--- config.mk ---
export PLATFORM = sky130hd
export DESIGN_NAME = bspline_basis_eval_unit_flat
export DESIGN_NICKNAME = d
export VERILOG_FILES = /design/src/rtl/core/bbe_pkg.sv /design/src/rtl/core/bbe_in_if.sv /design/src/rtl/core/bbe_out_if.sv /design/src/rtl/core/bbe_cell.sv /design/src/rtl/core/bbe_div.sv /design/src/rtl/core/bspline_basis_eval_unit.sv /design/src/flat_wrapper.sv
export SDC_FILE = /design/constraint.sdc
export NUM_CORES = 2
export LEC_CHECK = 0
export BUFFER_PORTS_ARGS = -buffer_cell sky130_fd_sc_hd__buf_2
export CORE_UTILIZATION = 53
export DETAILED_ROUTE_END_ITERATION = 8
export PLACE_DENSITY = 0.71
export SYNTH_ARGS = -nofsm -noshare
export SYNTH_HDL_FRONTEND = slang
export SYNTH_SLANG_ARGS = --single-unit
--- constraint.sdc ---
create_clock -name i_clk -period 10.8 [get_ports i_clk]
set_input_delay 0 -clock i_clk [delete_from_list [all_inputs] [get_ports i_clk]]
set_output_delay 0 -clock i_clk [all_outputs]
set_load 0.01 [all_outputs]
--- src/rtl/core/bbe_pkg.sv ---
// ============================================================================
// bbe_pkg
// Shared constants, codes and types of the B-spline basis evaluator.
// ============================================================================
`default_nettype none
package bbe_pkg;
    localparam int MAX_KNOTS = 16;
    localparam int MAX_ORDER = 3;

    localparam int KIDX_W  = $clog2(MAX_KNOTS);
    localparam int ORD_W   = $clog2(MAX_ORDER + 1);
    localparam int CNT_W   = $clog2(MAX_KNOTS + 1);

    localparam int VAL_W    = 32;
    localparam int BASIS_W  = 17;
    localparam int DIFF_W   = VAL_W + 1;
    localparam int PROD_W   = DIFF_W + BASIS_W + 1;
    localparam int QUOT_W   = PROD_W;
    localparam int ORDER_W  = 2;
    localparam int KCOUNT_W = 5;
    localparam int IDX_W    = 4;

    localparam int CFG_IDX_W  = 1;
    localparam int CFG_DATA_W = 5;

    localparam logic [CFG_IDX_W-1:0] CFG_ORDER  = 1'b0;
    localparam logic [CFG_IDX_W-1:0] CFG_KCOUNT = 1'b1;

    localparam logic OP_WRITE = 1'b0;
    localparam logic OP_EVAL  = 1'b1;

    localparam logic [BASIS_W-1:0] ONE_Q16 = 17'h10000;

    // Per-cycle controls broadcast to every cell of the row.
    typedef struct packed {
        logic shift;
        logic init;
        logic copy;
    } t_cell_ctl;
endpackage
`default_nettype wire

--- src/rtl/core/bbe_in_if.sv ---
// ============================================================================
// bbe_in_if
// Input channel: knot writes and evaluate requests.
// ============================================================================
`default_nettype none
interface bbe_in_if import bbe_pkg::*; ();
    logic                    valid;
    logic                    ready;
    logic                    opcode;
    logic [KIDX_W-1:0]       knot_index;
    logic signed [VAL_W-1:0] value;

    modport source (output valid, output opcode, output knot_index, output value,
                    input ready);
    modport sink   (input valid, input opcode, input knot_index, input value,
                    output ready);
endinterface
`default_nettype wire

--- src/rtl/core/bbe_out_if.sv ---
// ============================================================================
// bbe_out_if
// Output channel: one beat per reported basis index.
// ============================================================================
`default_nettype none
interface bbe_out_if import bbe_pkg::*; ();
    logic               valid;
    logic               ready;
    logic [IDX_W-1:0]   basis_index;
    logic [BASIS_W-1:0] basis_value;
    logic               basis_valid;
    logic [BASIS_W-1:0] lower_value;
    logic               last;

    modport source (output valid, output basis_index, output basis_value,
                    output basis_valid, output lower_value, output last,
                    input ready);
    modport sink   (input valid, input basis_index, input basis_value,
                    input basis_valid, input lower_value, input last,
                    output ready);
endinterface
`default_nettype wire

--- src/rtl/core/bbe_cell.sv ---
// ============================================================================
// bbe_cell
// One ring cell: a knot, a working basis and a lower-order basis.
// ============================================================================
`default_nettype none
module bbe_cell import bbe_pkg::*; (
    input  wire                      i_clk,
    input  wire t_cell_ctl           i_ctl,
    input  wire                      i_knot_we,
    input  wire signed [VAL_W-1:0]   i_knot_wdata,
    input  wire signed [VAL_W-1:0]   i_x,
    input  wire signed [VAL_W-1:0]   i_nb_knot,
    input  wire [BASIS_W-1:0]        i_nb_basis,
    input  wire [BASIS_W-1:0]        i_nb_lower,
    output logic signed [VAL_W-1:0]  o_knot,
    output logic [BASIS_W-1:0]       o_basis,
    output logic [BASIS_W-1:0]       o_lower
);
    logic signed [VAL_W-1:0] r_knot;
    logic [BASIS_W-1:0]      r_basis;
    logic [BASIS_W-1:0]      r_lower;

    always_ff @(posedge i_clk) begin
        if (i_knot_we) begin
            r_knot <= i_knot_wdata;
        end else if (i_ctl.shift) begin
            r_knot <= i_nb_knot;
        end
        if (i_ctl.init) begin
            // order-0 interval indicator
            r_basis <= ((i_x >= r_knot) && (i_x < i_nb_knot)) ? ONE_Q16 : '0;
        end else if (i_ctl.shift) begin
            r_basis <= i_nb_basis;
        end
        if (i_ctl.copy) begin
            r_lower <= r_basis;
        end else if (i_ctl.shift) begin
            r_lower <= i_nb_lower;
        end
    end

    assign o_knot  = r_knot;
    assign o_basis = r_basis;
    assign o_lower = r_lower;
endmodule
`default_nettype wire

--- src/rtl/core/bbe_div.sv ---
// ============================================================================
// bbe_div
// Recursion term (a * b) / d: one multiply, then restoring division, 1 bit/cycle.
// ============================================================================
`default_nettype none
module bbe_div import bbe_pkg::*; (
    input  wire                       i_clk,
    input  wire                       i_rst_n,
    input  wire                       i_start,
    input  wire signed [DIFF_W-1:0]   i_diff,
    input  wire [BASIS_W-1:0]         i_basis,
    input  wire signed [DIFF_W-1:0]   i_den,
    output logic                      o_done,
    output logic signed [QUOT_W-1:0]  o_quot
);
    localparam int MAG_W = PROD_W - 1;
    localparam int CW    = $clog2(MAG_W + 1);

    typedef enum logic [2:0] {S_IDLE, S_MUL, S_PREP, S_DIV, S_FIN} t_state;

    t_state                   r_state;
    logic signed [DIFF_W-1:0] r_a, r_d;
    logic [BASIS_W-1:0]       r_b;
    logic signed [PROD_W-1:0] r_prod;
    logic [MAG_W-1:0]         r_num;
    logic [DIFF_W-1:0]        r_den;
    logic [DIFF_W-1:0]        r_rem;
    logic [CW-1:0]            r_cnt;
    logic                     r_neg, r_zero, r_done;
    logic signed [QUOT_W-1:0] r_quot;

    logic [DIFF_W:0]          w_rem_sh;
    logic [DIFF_W:0]          w_rem_sub;
    logic                     w_qbit;
    logic [PROD_W-1:0]        w_prod_abs;
    logic [DIFF_W-1:0]        w_den_abs;

    always_comb begin
        w_rem_sh   = {r_rem, r_num[MAG_W-1]};
        w_qbit     = (w_rem_sh >= {1'b0, r_den});
        w_rem_sub  = w_rem_sh - {1'b0, r_den};
        w_prod_abs = r_prod[PROD_W-1] ? PROD_W'(-r_prod) : PROD_W'(r_prod);
        w_den_abs  = r_d[DIFF_W-1] ? DIFF_W'(-r_d) : DIFF_W'(r_d);
    end

    always_ff @(posedge i_clk) begin
        if (!i_rst_n) begin
            r_state <= S_IDLE;
            r_done  <= 1'b0;
        end else begin
            r_done <= 1'b0;
            case (r_state)
                S_IDLE: begin
                    if (i_start) begin
                        r_a     <= i_diff;
                        r_b     <= i_basis;
                        r_d     <= i_den;
                        r_state <= S_MUL;
                    end
                end
                S_MUL: begin
                    r_prod  <= PROD_W'(r_a * $signed({1'b0, r_b}));
                    r_state <= S_PREP;
                end
                S_PREP: begin
                    r_num   <= w_prod_abs[MAG_W-1:0];
                    r_den   <= w_den_abs;
                    r_neg   <= r_prod[PROD_W-1] ^ r_d[DIFF_W-1];
                    r_zero  <= (r_d == '0);
                    r_rem   <= '0;
                    r_cnt   <= '0;
                    r_state <= S_DIV;
                end
                S_DIV: begin
                    // quotient bits shift in behind the dividend bits
                    r_rem <= w_qbit ? w_rem_sub[DIFF_W-1:0] : w_rem_sh[DIFF_W-1:0];
                    r_num <= {r_num[MAG_W-2:0], w_qbit};
                    r_cnt <= r_cnt + 1'b1;
                    if (r_cnt == CW'(MAG_W - 1)) begin
                        r_state <= S_FIN;
                    end
                end
                S_FIN: begin
                    if (r_zero) begin
                        r_quot <= '0;
                    end else if (r_neg) begin
                        r_quot <= -$signed({1'b0, r_num});
                    end else begin
                        r_quot <= $signed({1'b0, r_num});
                    end
                    r_done  <= 1'b1;
                    r_state <= S_IDLE;
                end
                default: r_state <= S_IDLE;
            endcase
        end
    end

    assign o_done = r_done;
    assign o_quot = r_quot;
endmodule
`default_nettype wire

--- src/rtl/core/bspline_basis_eval_unit.sv ---
// ============================================================================
// bspline_basis_eval_unit
// Cox-de Boor B-spline basis evaluator over a rotating ring of knot cells.
// ============================================================================
// Knot write: accepted while idle, no result beats.
// Evaluate: ring rotation at each order ord = 1..k with (n-ord-1) term pairs,
//   computed on the shared bit-serial divider; then the ring streams n-k
//   result beats, slowed by output stalls.
// Next input is taken once the output sweep is done; last beat may still wait.
// Reset (sync, active low): order 3, knot count 16, idle; cells not cleared.
`default_nettype none
module bspline_basis_eval_unit import bbe_pkg::*; (
    input  wire                   i_clk,
    input  wire                   i_rst_n,
    input  wire                   i_cfg_we,
    input  wire [CFG_IDX_W-1:0]   i_cfg_idx,
    input  wire [CFG_DATA_W-1:0]  i_cfg_data,
    bbe_in_if.sink                i_sample,
    bbe_out_if.source             o_basis
);
    typedef enum logic [2:0] {
        S_IDLE, S_INIT, S_PASS_START, S_STEP, S_T1, S_T2, S_OUT
    } t_state;

    // configuration
    logic [ORDER_W-1:0]  r_cfg_order;
    logic [KCOUNT_W-1:0] r_cfg_count;

    // sequencer
    t_state                  r_state;
    logic [ORD_W-1:0]        r_k, r_ord;
    logic [CNT_W-1:0]        r_n;
    logic [KIDX_W-1:0]       r_t;
    logic signed [VAL_W-1:0] r_x;
    logic signed [QUOT_W-1:0] r_sum;

    // output register
    logic               r_ov;
    logic [IDX_W-1:0]   r_o_idx;
    logic [BASIS_W-1:0] r_o_val;
    logic               r_o_bv;
    logic [BASIS_W-1:0] r_o_low;
    logic               r_o_last;

    // cell row
    t_cell_ctl               w_ctl;
    logic [BASIS_W-1:0]      w_insert;
    logic signed [VAL_W-1:0] w_knot  [MAX_KNOTS];
    logic [BASIS_W-1:0]      w_basis [MAX_KNOTS];
    logic [BASIS_W-1:0]      w_lower [MAX_KNOTS];
    logic [MAX_KNOTS-1:0]    w_kwe;

    // divider hookup
    logic                     w_div_start, w_div_done;
    logic signed [DIFF_W-1:0] w_div_a, w_div_d;
    logic [BASIS_W-1:0]       w_div_b;
    logic signed [QUOT_W-1:0] w_quot;

    // effective order / count of the next evaluate
    logic [ORD_W-1:0]        w_k_eff;
    logic [CNT_W-1:0]        w_n_eff;
    logic                    w_too_few;
    logic                    w_in_acc, w_out_free;
    logic [CNT_W-1:0]        w_m, w_cnt;
    logic                    w_work;
    logic signed [VAL_W-1:0] w_k_o, w_k_o1;
    logic signed [QUOT_W:0]  w_s;
    logic [BASIS_W-1:0]      w_sat;
    logic                    w_pass_end;

    always_comb begin
        if (r_cfg_order == '0) begin
            w_k_eff = ORD_W'(1);
        end else if (int'(r_cfg_order) > MAX_ORDER) begin
            w_k_eff = ORD_W'(MAX_ORDER);
        end else begin
            w_k_eff = ORD_W'(r_cfg_order);
        end
        if (int'(r_cfg_count) > MAX_KNOTS) begin
            w_n_eff = CNT_W'(MAX_KNOTS);
        end else begin
            w_n_eff = CNT_W'(r_cfg_count);
        end
        w_too_few = (int'(w_n_eff) < int'(w_k_eff) + 2);
    end

    assign i_sample.ready = (r_state == S_IDLE);
    assign w_in_acc       = i_sample.valid && i_sample.ready;
    assign w_out_free     = !r_ov || o_basis.ready;

    // terms still to compute in this pass: t < n - ord - 1
    assign w_m    = r_n - CNT_W'(r_ord) - CNT_W'(1);
    assign w_cnt  = r_n - CNT_W'(r_k);
    assign w_work = (CNT_W'(r_t) < w_m);
    // taps: knot[t+ord] and knot[t+ord+1] sit at fixed ring positions
    assign w_k_o  = w_knot[KIDX_W'(r_ord)];
    assign w_k_o1 = w_knot[KIDX_W'(r_ord) + KIDX_W'(1)];
    assign w_pass_end = (r_t == KIDX_W'(MAX_KNOTS - 1));

    // exact sum of both terms, clamped to [0, 1.0]
    always_comb begin
        w_s = $signed({r_sum[QUOT_W-1], r_sum}) + $signed({w_quot[QUOT_W-1], w_quot});
        if (w_s[QUOT_W]) begin
            w_sat = '0;
        end else if (w_s > $signed({{(QUOT_W + 1 - BASIS_W){1'b0}}, ONE_Q16})) begin
            w_sat = ONE_Q16;
        end else begin
            w_sat = w_s[BASIS_W-1:0];
        end
    end

    // cell control and divider operands
    always_comb begin
        w_ctl       = '0;
        w_insert    = w_basis[0];
        w_div_start = 1'b0;
        w_div_a     = DIFF_W'(r_x) - DIFF_W'(w_knot[0]);
        w_div_d     = DIFF_W'(w_k_o) - DIFF_W'(w_knot[0]);
        w_div_b     = w_basis[0];
        case (r_state)
            S_INIT: w_ctl.init = 1'b1;
            S_PASS_START: w_ctl.copy = (r_ord == r_k);
            S_STEP: begin
                if (w_work) begin
                    w_div_start = 1'b1;
                end else begin
                    w_ctl.shift = 1'b1;
                end
            end
            S_T1: begin
                // second term: (knot[t+ord+1] - x) * B[t+1] / (knot[t+ord+1] - knot[t+1])
                w_div_start = w_div_done;
                w_div_a     = DIFF_W'(w_k_o1) - DIFF_W'(r_x);
                w_div_d     = DIFF_W'(w_k_o1) - DIFF_W'(w_knot[1]);
                w_div_b     = w_basis[1];
            end
            S_T2: begin
                w_ctl.shift = w_div_done;
                w_insert    = w_sat;
            end
            S_OUT: begin
                w_ctl.shift = (CNT_W'(r_t) < w_cnt) ? w_out_free : 1'b1;
            end
            default: ;
        endcase
    end

    always_comb begin
        for (int i = 0; i < MAX_KNOTS; i++) begin
            w_kwe[i] = w_in_acc && (i_sample.opcode == OP_WRITE) &&
                       (i_sample.knot_index == KIDX_W'(i));
        end
    end

    genvar g;
    generate
        for (g = 0; g < MAX_KNOTS; g++) begin : g_cell
            localparam int NB = (g + 1) % MAX_KNOTS;
            bbe_cell u_cell (
                .i_clk        (i_clk),
                .i_ctl        (w_ctl),
                .i_knot_we    (w_kwe[g]),
                .i_knot_wdata (i_sample.value),
                .i_x          (r_x),
                .i_nb_knot    (w_knot[NB]),
                .i_nb_basis   ((g == MAX_KNOTS - 1) ? w_insert : w_basis[NB]),
                .i_nb_lower   (w_lower[NB]),
                .o_knot       (w_knot[g]),
                .o_basis      (w_basis[g]),
                .o_lower      (w_lower[g])
            );
        end
    endgenerate

    bbe_div u_div (
        .i_clk   (i_clk),
        .i_rst_n (i_rst_n),
        .i_start (w_div_start),
        .i_diff  (w_div_a),
        .i_basis (w_div_b),
        .i_den   (w_div_d),
        .o_done  (w_div_done),
        .o_quot  (w_quot)
    );

    always_ff @(posedge i_clk) begin
        if (!i_rst_n) begin
            r_cfg_order <= ORDER_W'(3);
            r_cfg_count <= KCOUNT_W'(16);
        end else if (i_cfg_we) begin
            case (i_cfg_idx)
                CFG_ORDER:  r_cfg_order <= i_cfg_data[ORDER_W-1:0];
                CFG_KCOUNT: r_cfg_count <= i_cfg_data[KCOUNT_W-1:0];
                default: ;
            endcase
        end
    end

    // sequencer and output register
    always_ff @(posedge i_clk) begin
        if (!i_rst_n) begin
            r_state <= S_IDLE;
            r_ov    <= 1'b0;
        end else begin
            if (r_ov && o_basis.ready) begin
                r_ov <= 1'b0;
            end
            case (r_state)
                S_IDLE: begin
                    if (w_in_acc && (i_sample.opcode == OP_EVAL) && !w_too_few) begin
                        r_x     <= i_sample.value;
                        r_k     <= w_k_eff;
                        r_n     <= w_n_eff;
                        r_ord   <= ORD_W'(1);
                        r_state <= S_INIT;
                    end
                end
                S_INIT: r_state <= S_PASS_START;
                S_PASS_START: begin
                    r_t     <= '0;
                    r_state <= S_STEP;
                end
                S_STEP: begin
                    if (w_work) begin
                        r_state <= S_T1;
                    end else begin
                        r_t <= r_t + 1'b1;
                        if (w_pass_end) begin
                            if (r_ord == r_k) begin
                                r_state <= S_OUT;
                            end else begin
                                r_ord   <= r_ord + 1'b1;
                                r_state <= S_PASS_START;
                            end
                        end
                    end
                end
                S_T1: begin
                    if (w_div_done) begin
                        r_sum   <= w_quot;
                        r_state <= S_T2;
                    end
                end
                S_T2: begin
                    if (w_div_done) begin
                        r_t <= r_t + 1'b1;
                        // at least one unused slot remains, so a pass never ends here
                        r_state <= S_STEP;
                    end
                end
                S_OUT: begin
                    if (CNT_W'(r_t) < w_cnt) begin
                        if (w_out_free) begin
                            r_ov     <= 1'b1;
                            r_o_idx  <= IDX_W'(r_t);
                            r_o_bv   <= (CNT_W'(r_t) < w_cnt - CNT_W'(1));
                            r_o_val  <= (CNT_W'(r_t) < w_cnt - CNT_W'(1)) ? w_basis[0] : '0;
                            r_o_low  <= w_lower[0];
                            r_o_last <= (CNT_W'(r_t) == w_cnt - CNT_W'(1));
                            r_t      <= r_t + 1'b1;
                        end
                    end else begin
                        r_t <= r_t + 1'b1;
                        if (w_pass_end) begin
                            r_state <= S_IDLE;
                        end
                    end
                end
                default: r_state <= S_IDLE;
            endcase
        end
    end

    assign o_basis.valid       = r_ov;
    assign o_basis.basis_index = r_o_idx;
    assign o_basis.basis_value = r_o_val;
    assign o_basis.basis_valid = r_o_bv;
    assign o_basis.lower_value = r_o_low;
    assign o_basis.last        = r_o_last;
endmodule
`default_nettype wire

--- src/flat_wrapper.sv ---
// flat-port wrapper written by rule: the top's interface ports become plain ports
module bspline_basis_eval_unit_flat import bbe_pkg::*;
  (i_clk, i_rst_n, i_cfg_we, i_cfg_idx, i_cfg_data, i_sample_valid, i_sample_opcode, i_sample_knot_index, i_sample_value, i_sample_ready, o_basis_valid, o_basis_basis_index, o_basis_basis_value, o_basis_basis_valid, o_basis_lower_value, o_basis_last, o_basis_ready);
  bbe_in_if i_sample_i ();
  bbe_out_if o_basis_i ();
  input  wire i_clk;
  input  wire i_rst_n;
  input  wire i_cfg_we;
  input  wire [CFG_IDX_W-1:0] i_cfg_idx;
  input  wire [CFG_DATA_W-1:0] i_cfg_data;
  input wire logic [$bits(i_sample_i.valid)-1:0] i_sample_valid;
  input wire logic [$bits(i_sample_i.opcode)-1:0] i_sample_opcode;
  input wire logic [$bits(i_sample_i.knot_index)-1:0] i_sample_knot_index;
  input wire logic [$bits(i_sample_i.value)-1:0] i_sample_value;
  output wire logic [$bits(i_sample_i.ready)-1:0] i_sample_ready;
  output wire logic [$bits(o_basis_i.valid)-1:0] o_basis_valid;
  output wire logic [$bits(o_basis_i.basis_index)-1:0] o_basis_basis_index;
  output wire logic [$bits(o_basis_i.basis_value)-1:0] o_basis_basis_value;
  output wire logic [$bits(o_basis_i.basis_valid)-1:0] o_basis_basis_valid;
  output wire logic [$bits(o_basis_i.lower_value)-1:0] o_basis_lower_value;
  output wire logic [$bits(o_basis_i.last)-1:0] o_basis_last;
  input wire logic [$bits(o_basis_i.ready)-1:0] o_basis_ready;
  assign i_sample_i.valid = i_sample_valid;
  assign i_sample_i.opcode = i_sample_opcode;
  assign i_sample_i.knot_index = i_sample_knot_index;
  assign i_sample_i.value = i_sample_value;
  assign i_sample_ready = i_sample_i.ready;
  assign o_basis_valid = o_basis_i.valid;
  assign o_basis_basis_index = o_basis_i.basis_index;
  assign o_basis_basis_value = o_basis_i.basis_value;
  assign o_basis_basis_valid = o_basis_i.basis_valid;
  assign o_basis_lower_value = o_basis_i.lower_value;
  assign o_basis_last = o_basis_i.last;
  assign o_basis_i.ready = o_basis_ready;
  bspline_basis_eval_unit u_core (.i_clk(i_clk), .i_rst_n(i_rst_n), .i_cfg_we(i_cfg_we), .i_cfg_idx(i_cfg_idx), .i_cfg_data(i_cfg_data), .i_sample(i_sample_i), .o_basis(o_basis_i));
endmodule
==> results.tsv <==
metric	value	unit
status	finished clean	
Critical Path Fanout Max	33	
worst vdd ir	0.000203	V
First-pass DRT Iterations	6	
slowest cell on the critical path	edfxtp_1	
fillers	16700	
P_leak	48.7	nW
area grow syn2layout	8.52	%
uppermost layer routed	met5	
DRT iter0 DRCs	7185	
met3 WL	20700	um
clk sinks	1516	
GRT Total Usage	28.8	%
critical path startpoint category	flop	
slew margin rel.	15.7	%
Worst path max stage delay	1.09	ns
antenna violations before repair	6	
DR vias	74800	
most frequent cells in the layout	1501 x edfxtp_1, 1311 x inv_1, 873 x nand2_1	
DP Cell Count	12200	
vias in the first global route	75300	
Setup-failing EPs final	0	
DR WL/cell	23.7	um
Multi-input gate area	56500	um^2
Top cell by count, worst path	fa_1	
critical path class	flop to flop	
Buffers on Ports	89	
synth unique cells	76	
wire length of the first global-routing pass	454000	um
worst-case clock buffer depth	3	
PD cells	156	nW/um^2
Synth Cell Area	108000	um^2
gpl congestion	0.945	
DRC Markers	0	
Sum Neg Setup Slack	0	ns
period utilization	72.7	%
Die ar.	206000	um^2
crit path cell chain	and2_1 > ha_1 > fa_1 > fa_1 > fa_1 > fa_1 > inv_1 > fa_1 > inv_1 > ha_1 > a211oi_1 > nor2_1 > o41ai_1 > a21oi_1 > nor2_1 > o41ai_1 > a21boi_0 > a211oi_1 > a2111oi_0 > o21bai_1 > a21oi_1 > xnor2_1	
Rows	165	
Num CTS Buffers	163	
Arr. time, crit path	8.43	ns
clock latency on the worst-skew pair	0.85	ns
layout cells sized above 1	12.8	%
ys flop type	edfxtp_1	
Power, Total	18.2	mW
die height	454	um
RSZ-0062 raised after global routing	no	
HP Class	primary input to flop	
most common cell after layout, fill and taps aside	edfxtp_1	
root buf cell	clkbuf_16	
vias per std cell	5.97	
Post-synth EDFFs	1501	
Synthesized Nets	11100	
Total Wirelength	297000	um
CP top delay family	adder cells	
M1 wire length	123000	um
I/O pin count	90	
max-slew violation count	0	
Detailed Place HPWL	221000	um
Core Region	202000	um^2
htree depth	4	
part of the Yosys area used for sequential elements	42.0	%
Worst Path Buf+Inv	2	
Hold Violations, Final	0	
Synth Register Bits	1516	
Clk pin slew, worst setup/hold paths	0.06	ns
Antenna Violating Nets Remaining	0	
Final Util	58.0	%
nature of the critical path endpoint	flop	
async set-or-reset flop fraction in the synthesized netlist	0	%
Worst-Margin Slew	1.23	ns
final std cells w/o fill	12500	
GR Overflow Total	0	
met2 wire length	141000	um
synthesized instance count	9690	
Initial Utilization	53.4	%
CTS tree	built	
Tmin final	7.85	ns
die span in x	454	um
largest net degree at the start of global routing	213	
yosys warns	0	
Clock Skew	0.0816	ns
nets	11200	
Critical Path RT	11.38	ns
max-cap viol count	0	
register area	45400	um^2
Syn Area/Cell	11.2	um^2
fmax	0.127	GHz
Hold Slack	0.0308	ns
-- layer usage --
metal	vias up	global-route usage [%]
met2	2875	47.6
met1	37400	38.3
met5	-	0
li1	34000	-
met4	4	11.2
met3	566	4.32
-- timing repair --
action,4_1_cts,5_1_grt
hold endpoints to repair,571,0
hold buffers,60,0
resized for setup,0,0
setup buffers,0,0
-- registers in the layout (all words and copies together) (netlist names), 3 cells and up --
signal	cells
u_core.g_cell.u_cell.o_knot	512
u_core.r_t	4
u_core.r_cfg_count	5
u_core.r_state	3
u_core.r_n	5
u_core.o_basis.lower_value	17
u_core.u_div.r_b	17
u_core.u_div.r_prod	51
u_core.r_x	32
u_core.g_cell.u_cell.o_basis	272
u_core.u_div.r_cnt	6
u_core.u_div.r_a	33
u_core.r_sum	51
u_core.u_div.r_d	33
u_core.u_div.o_quot	51
u_core.u_div.r_rem	33
u_core.u_div.r_den	33
u_core.u_div.r_state	3
u_core.o_basis.basis_value	17
u_core.u_div.r_num	50
u_core.o_basis.basis_index	4
u_core.g_cell.u_cell.o_lower	272
-- power breakdown --
group | total [mW] | internal (mW) | switching (mW) | leakage, nW
logic | 5.07 | 1.89 | 3.18 | 32.4
clock network | 5.50 | 3.01 | 2.49 | 2.50
registers | 7.68 | 7.39 | 0.290 | 13.8
total | 18.2 | 12.3 | 5.96 | 48.7
-- cell type report --
type | instances | share of cell area, %
repair buffers | 263 | 1.68
diodes | 2 | 0.00427
clock buffers | 212 | 3.69
multi-input cells | 6485 | 48.2
inverters | 1312 | 4.20
clock inverters | 84 | 0.732
well taps | 2672 | 2.85
flip-flops and latches | 1516 | 38.7
-- cells by family after synthesis --
logic type | count (synthesis) | share of synthesized area (%)
adder cells (fa/ha/maj) | 1383 | 19.8
buffers and inverters | 1689 | 5.87
XOR/XNOR | 345 | 2.80
multiplexers | 841 | 9.71
AO/OA/AOI/OAI | 1529 | 8.80
flip-flops | 1516 | 42.0
AND/OR/NAND/NOR | 2387 | 11.1
-- stage by stage --
step | cell area (um^2) | setup slack [ns]
after floorplan | 108000 | 0.530
after detailed placement | 111000 | 3.10
final | 117000 | 2.95
after global routing | 117000 | 2.56
after CTS | 117000 | 3.01
after global placement | 111000 | 3.14
-- synthesized netlist by cell type, types with 9 or more instances --
library cell / n / area, um^2
a2111oi_0: 17 / 149
a211o_1: 10 / 87.6
a211oi_1: 41 / 308
a21boi_0: 15 / 113
a21o_1: 203 / 1520
a21oi_1: 365 / 1830
a31oi_1: 35 / 219
and2_1: 490 / 3070
and3_1: 23 / 144
and4_1: 11 / 96.3
buf_1: 33 / 124
clkbuf_1: 344 / 1290
dfxtp_1: 15 / 300
edfxtp_1: 1501 / 45100
fa_1: 544 / 10900
ha_1: 839 / 10500
inv_1: 1311 / 4920
mux2_2: 697 / 7850
mux2i_1: 48 / 480
mux4_2: 96 / 2160
nand2_1: 877 / 3290
nand2b_1: 113 / 707
nand3_1: 94 / 470
nand4_1: 149 / 932
nor2_1: 299 / 1120
nor2b_1: 119 / 744
nor3_1: 70 / 350
nor3b_1: 11 / 82.6
nor4_1: 32 / 200
o211ai_1: 24 / 180
o21a_1: 104 / 781
o21ai_0: 484 / 2420
o21bai_1: 41 / 308
o22ai_1: 9 / 56.3
o31ai_1: 64 / 480
o41ai_1: 43 / 377
or3_1: 34 / 213
or4_1: 28 / 210
xnor2_1: 164 / 1440
xor2_1: 181 / 1590
-- tightest hold or removal path: cells and delay by family --
family        cells  cell delay (ns)
simple gates      3             0.49
buf+inv           1             0.11
-- path summary, 6_finish.rpt --
kind                                              start                                 end  slack (ns)  cells after the start
worst min register to register  u_core.u_div.o_quot[34]                    u_core.r_sum[34]        0.45                      0
worst min-delay path             i_sample_knot_index[2]  u_core.g_cell[11].u_cell.o_knot[7]        0.03                      4
worst max register to register     u_core.u_div.r_b[16]             u_core.u_div.r_prod[49]        2.95                     22
worst max-delay path               u_core.u_div.r_b[16]             u_core.u_div.r_prod[49]        2.95                     22
Note: power is estimated with default switching activity, not from simulation.
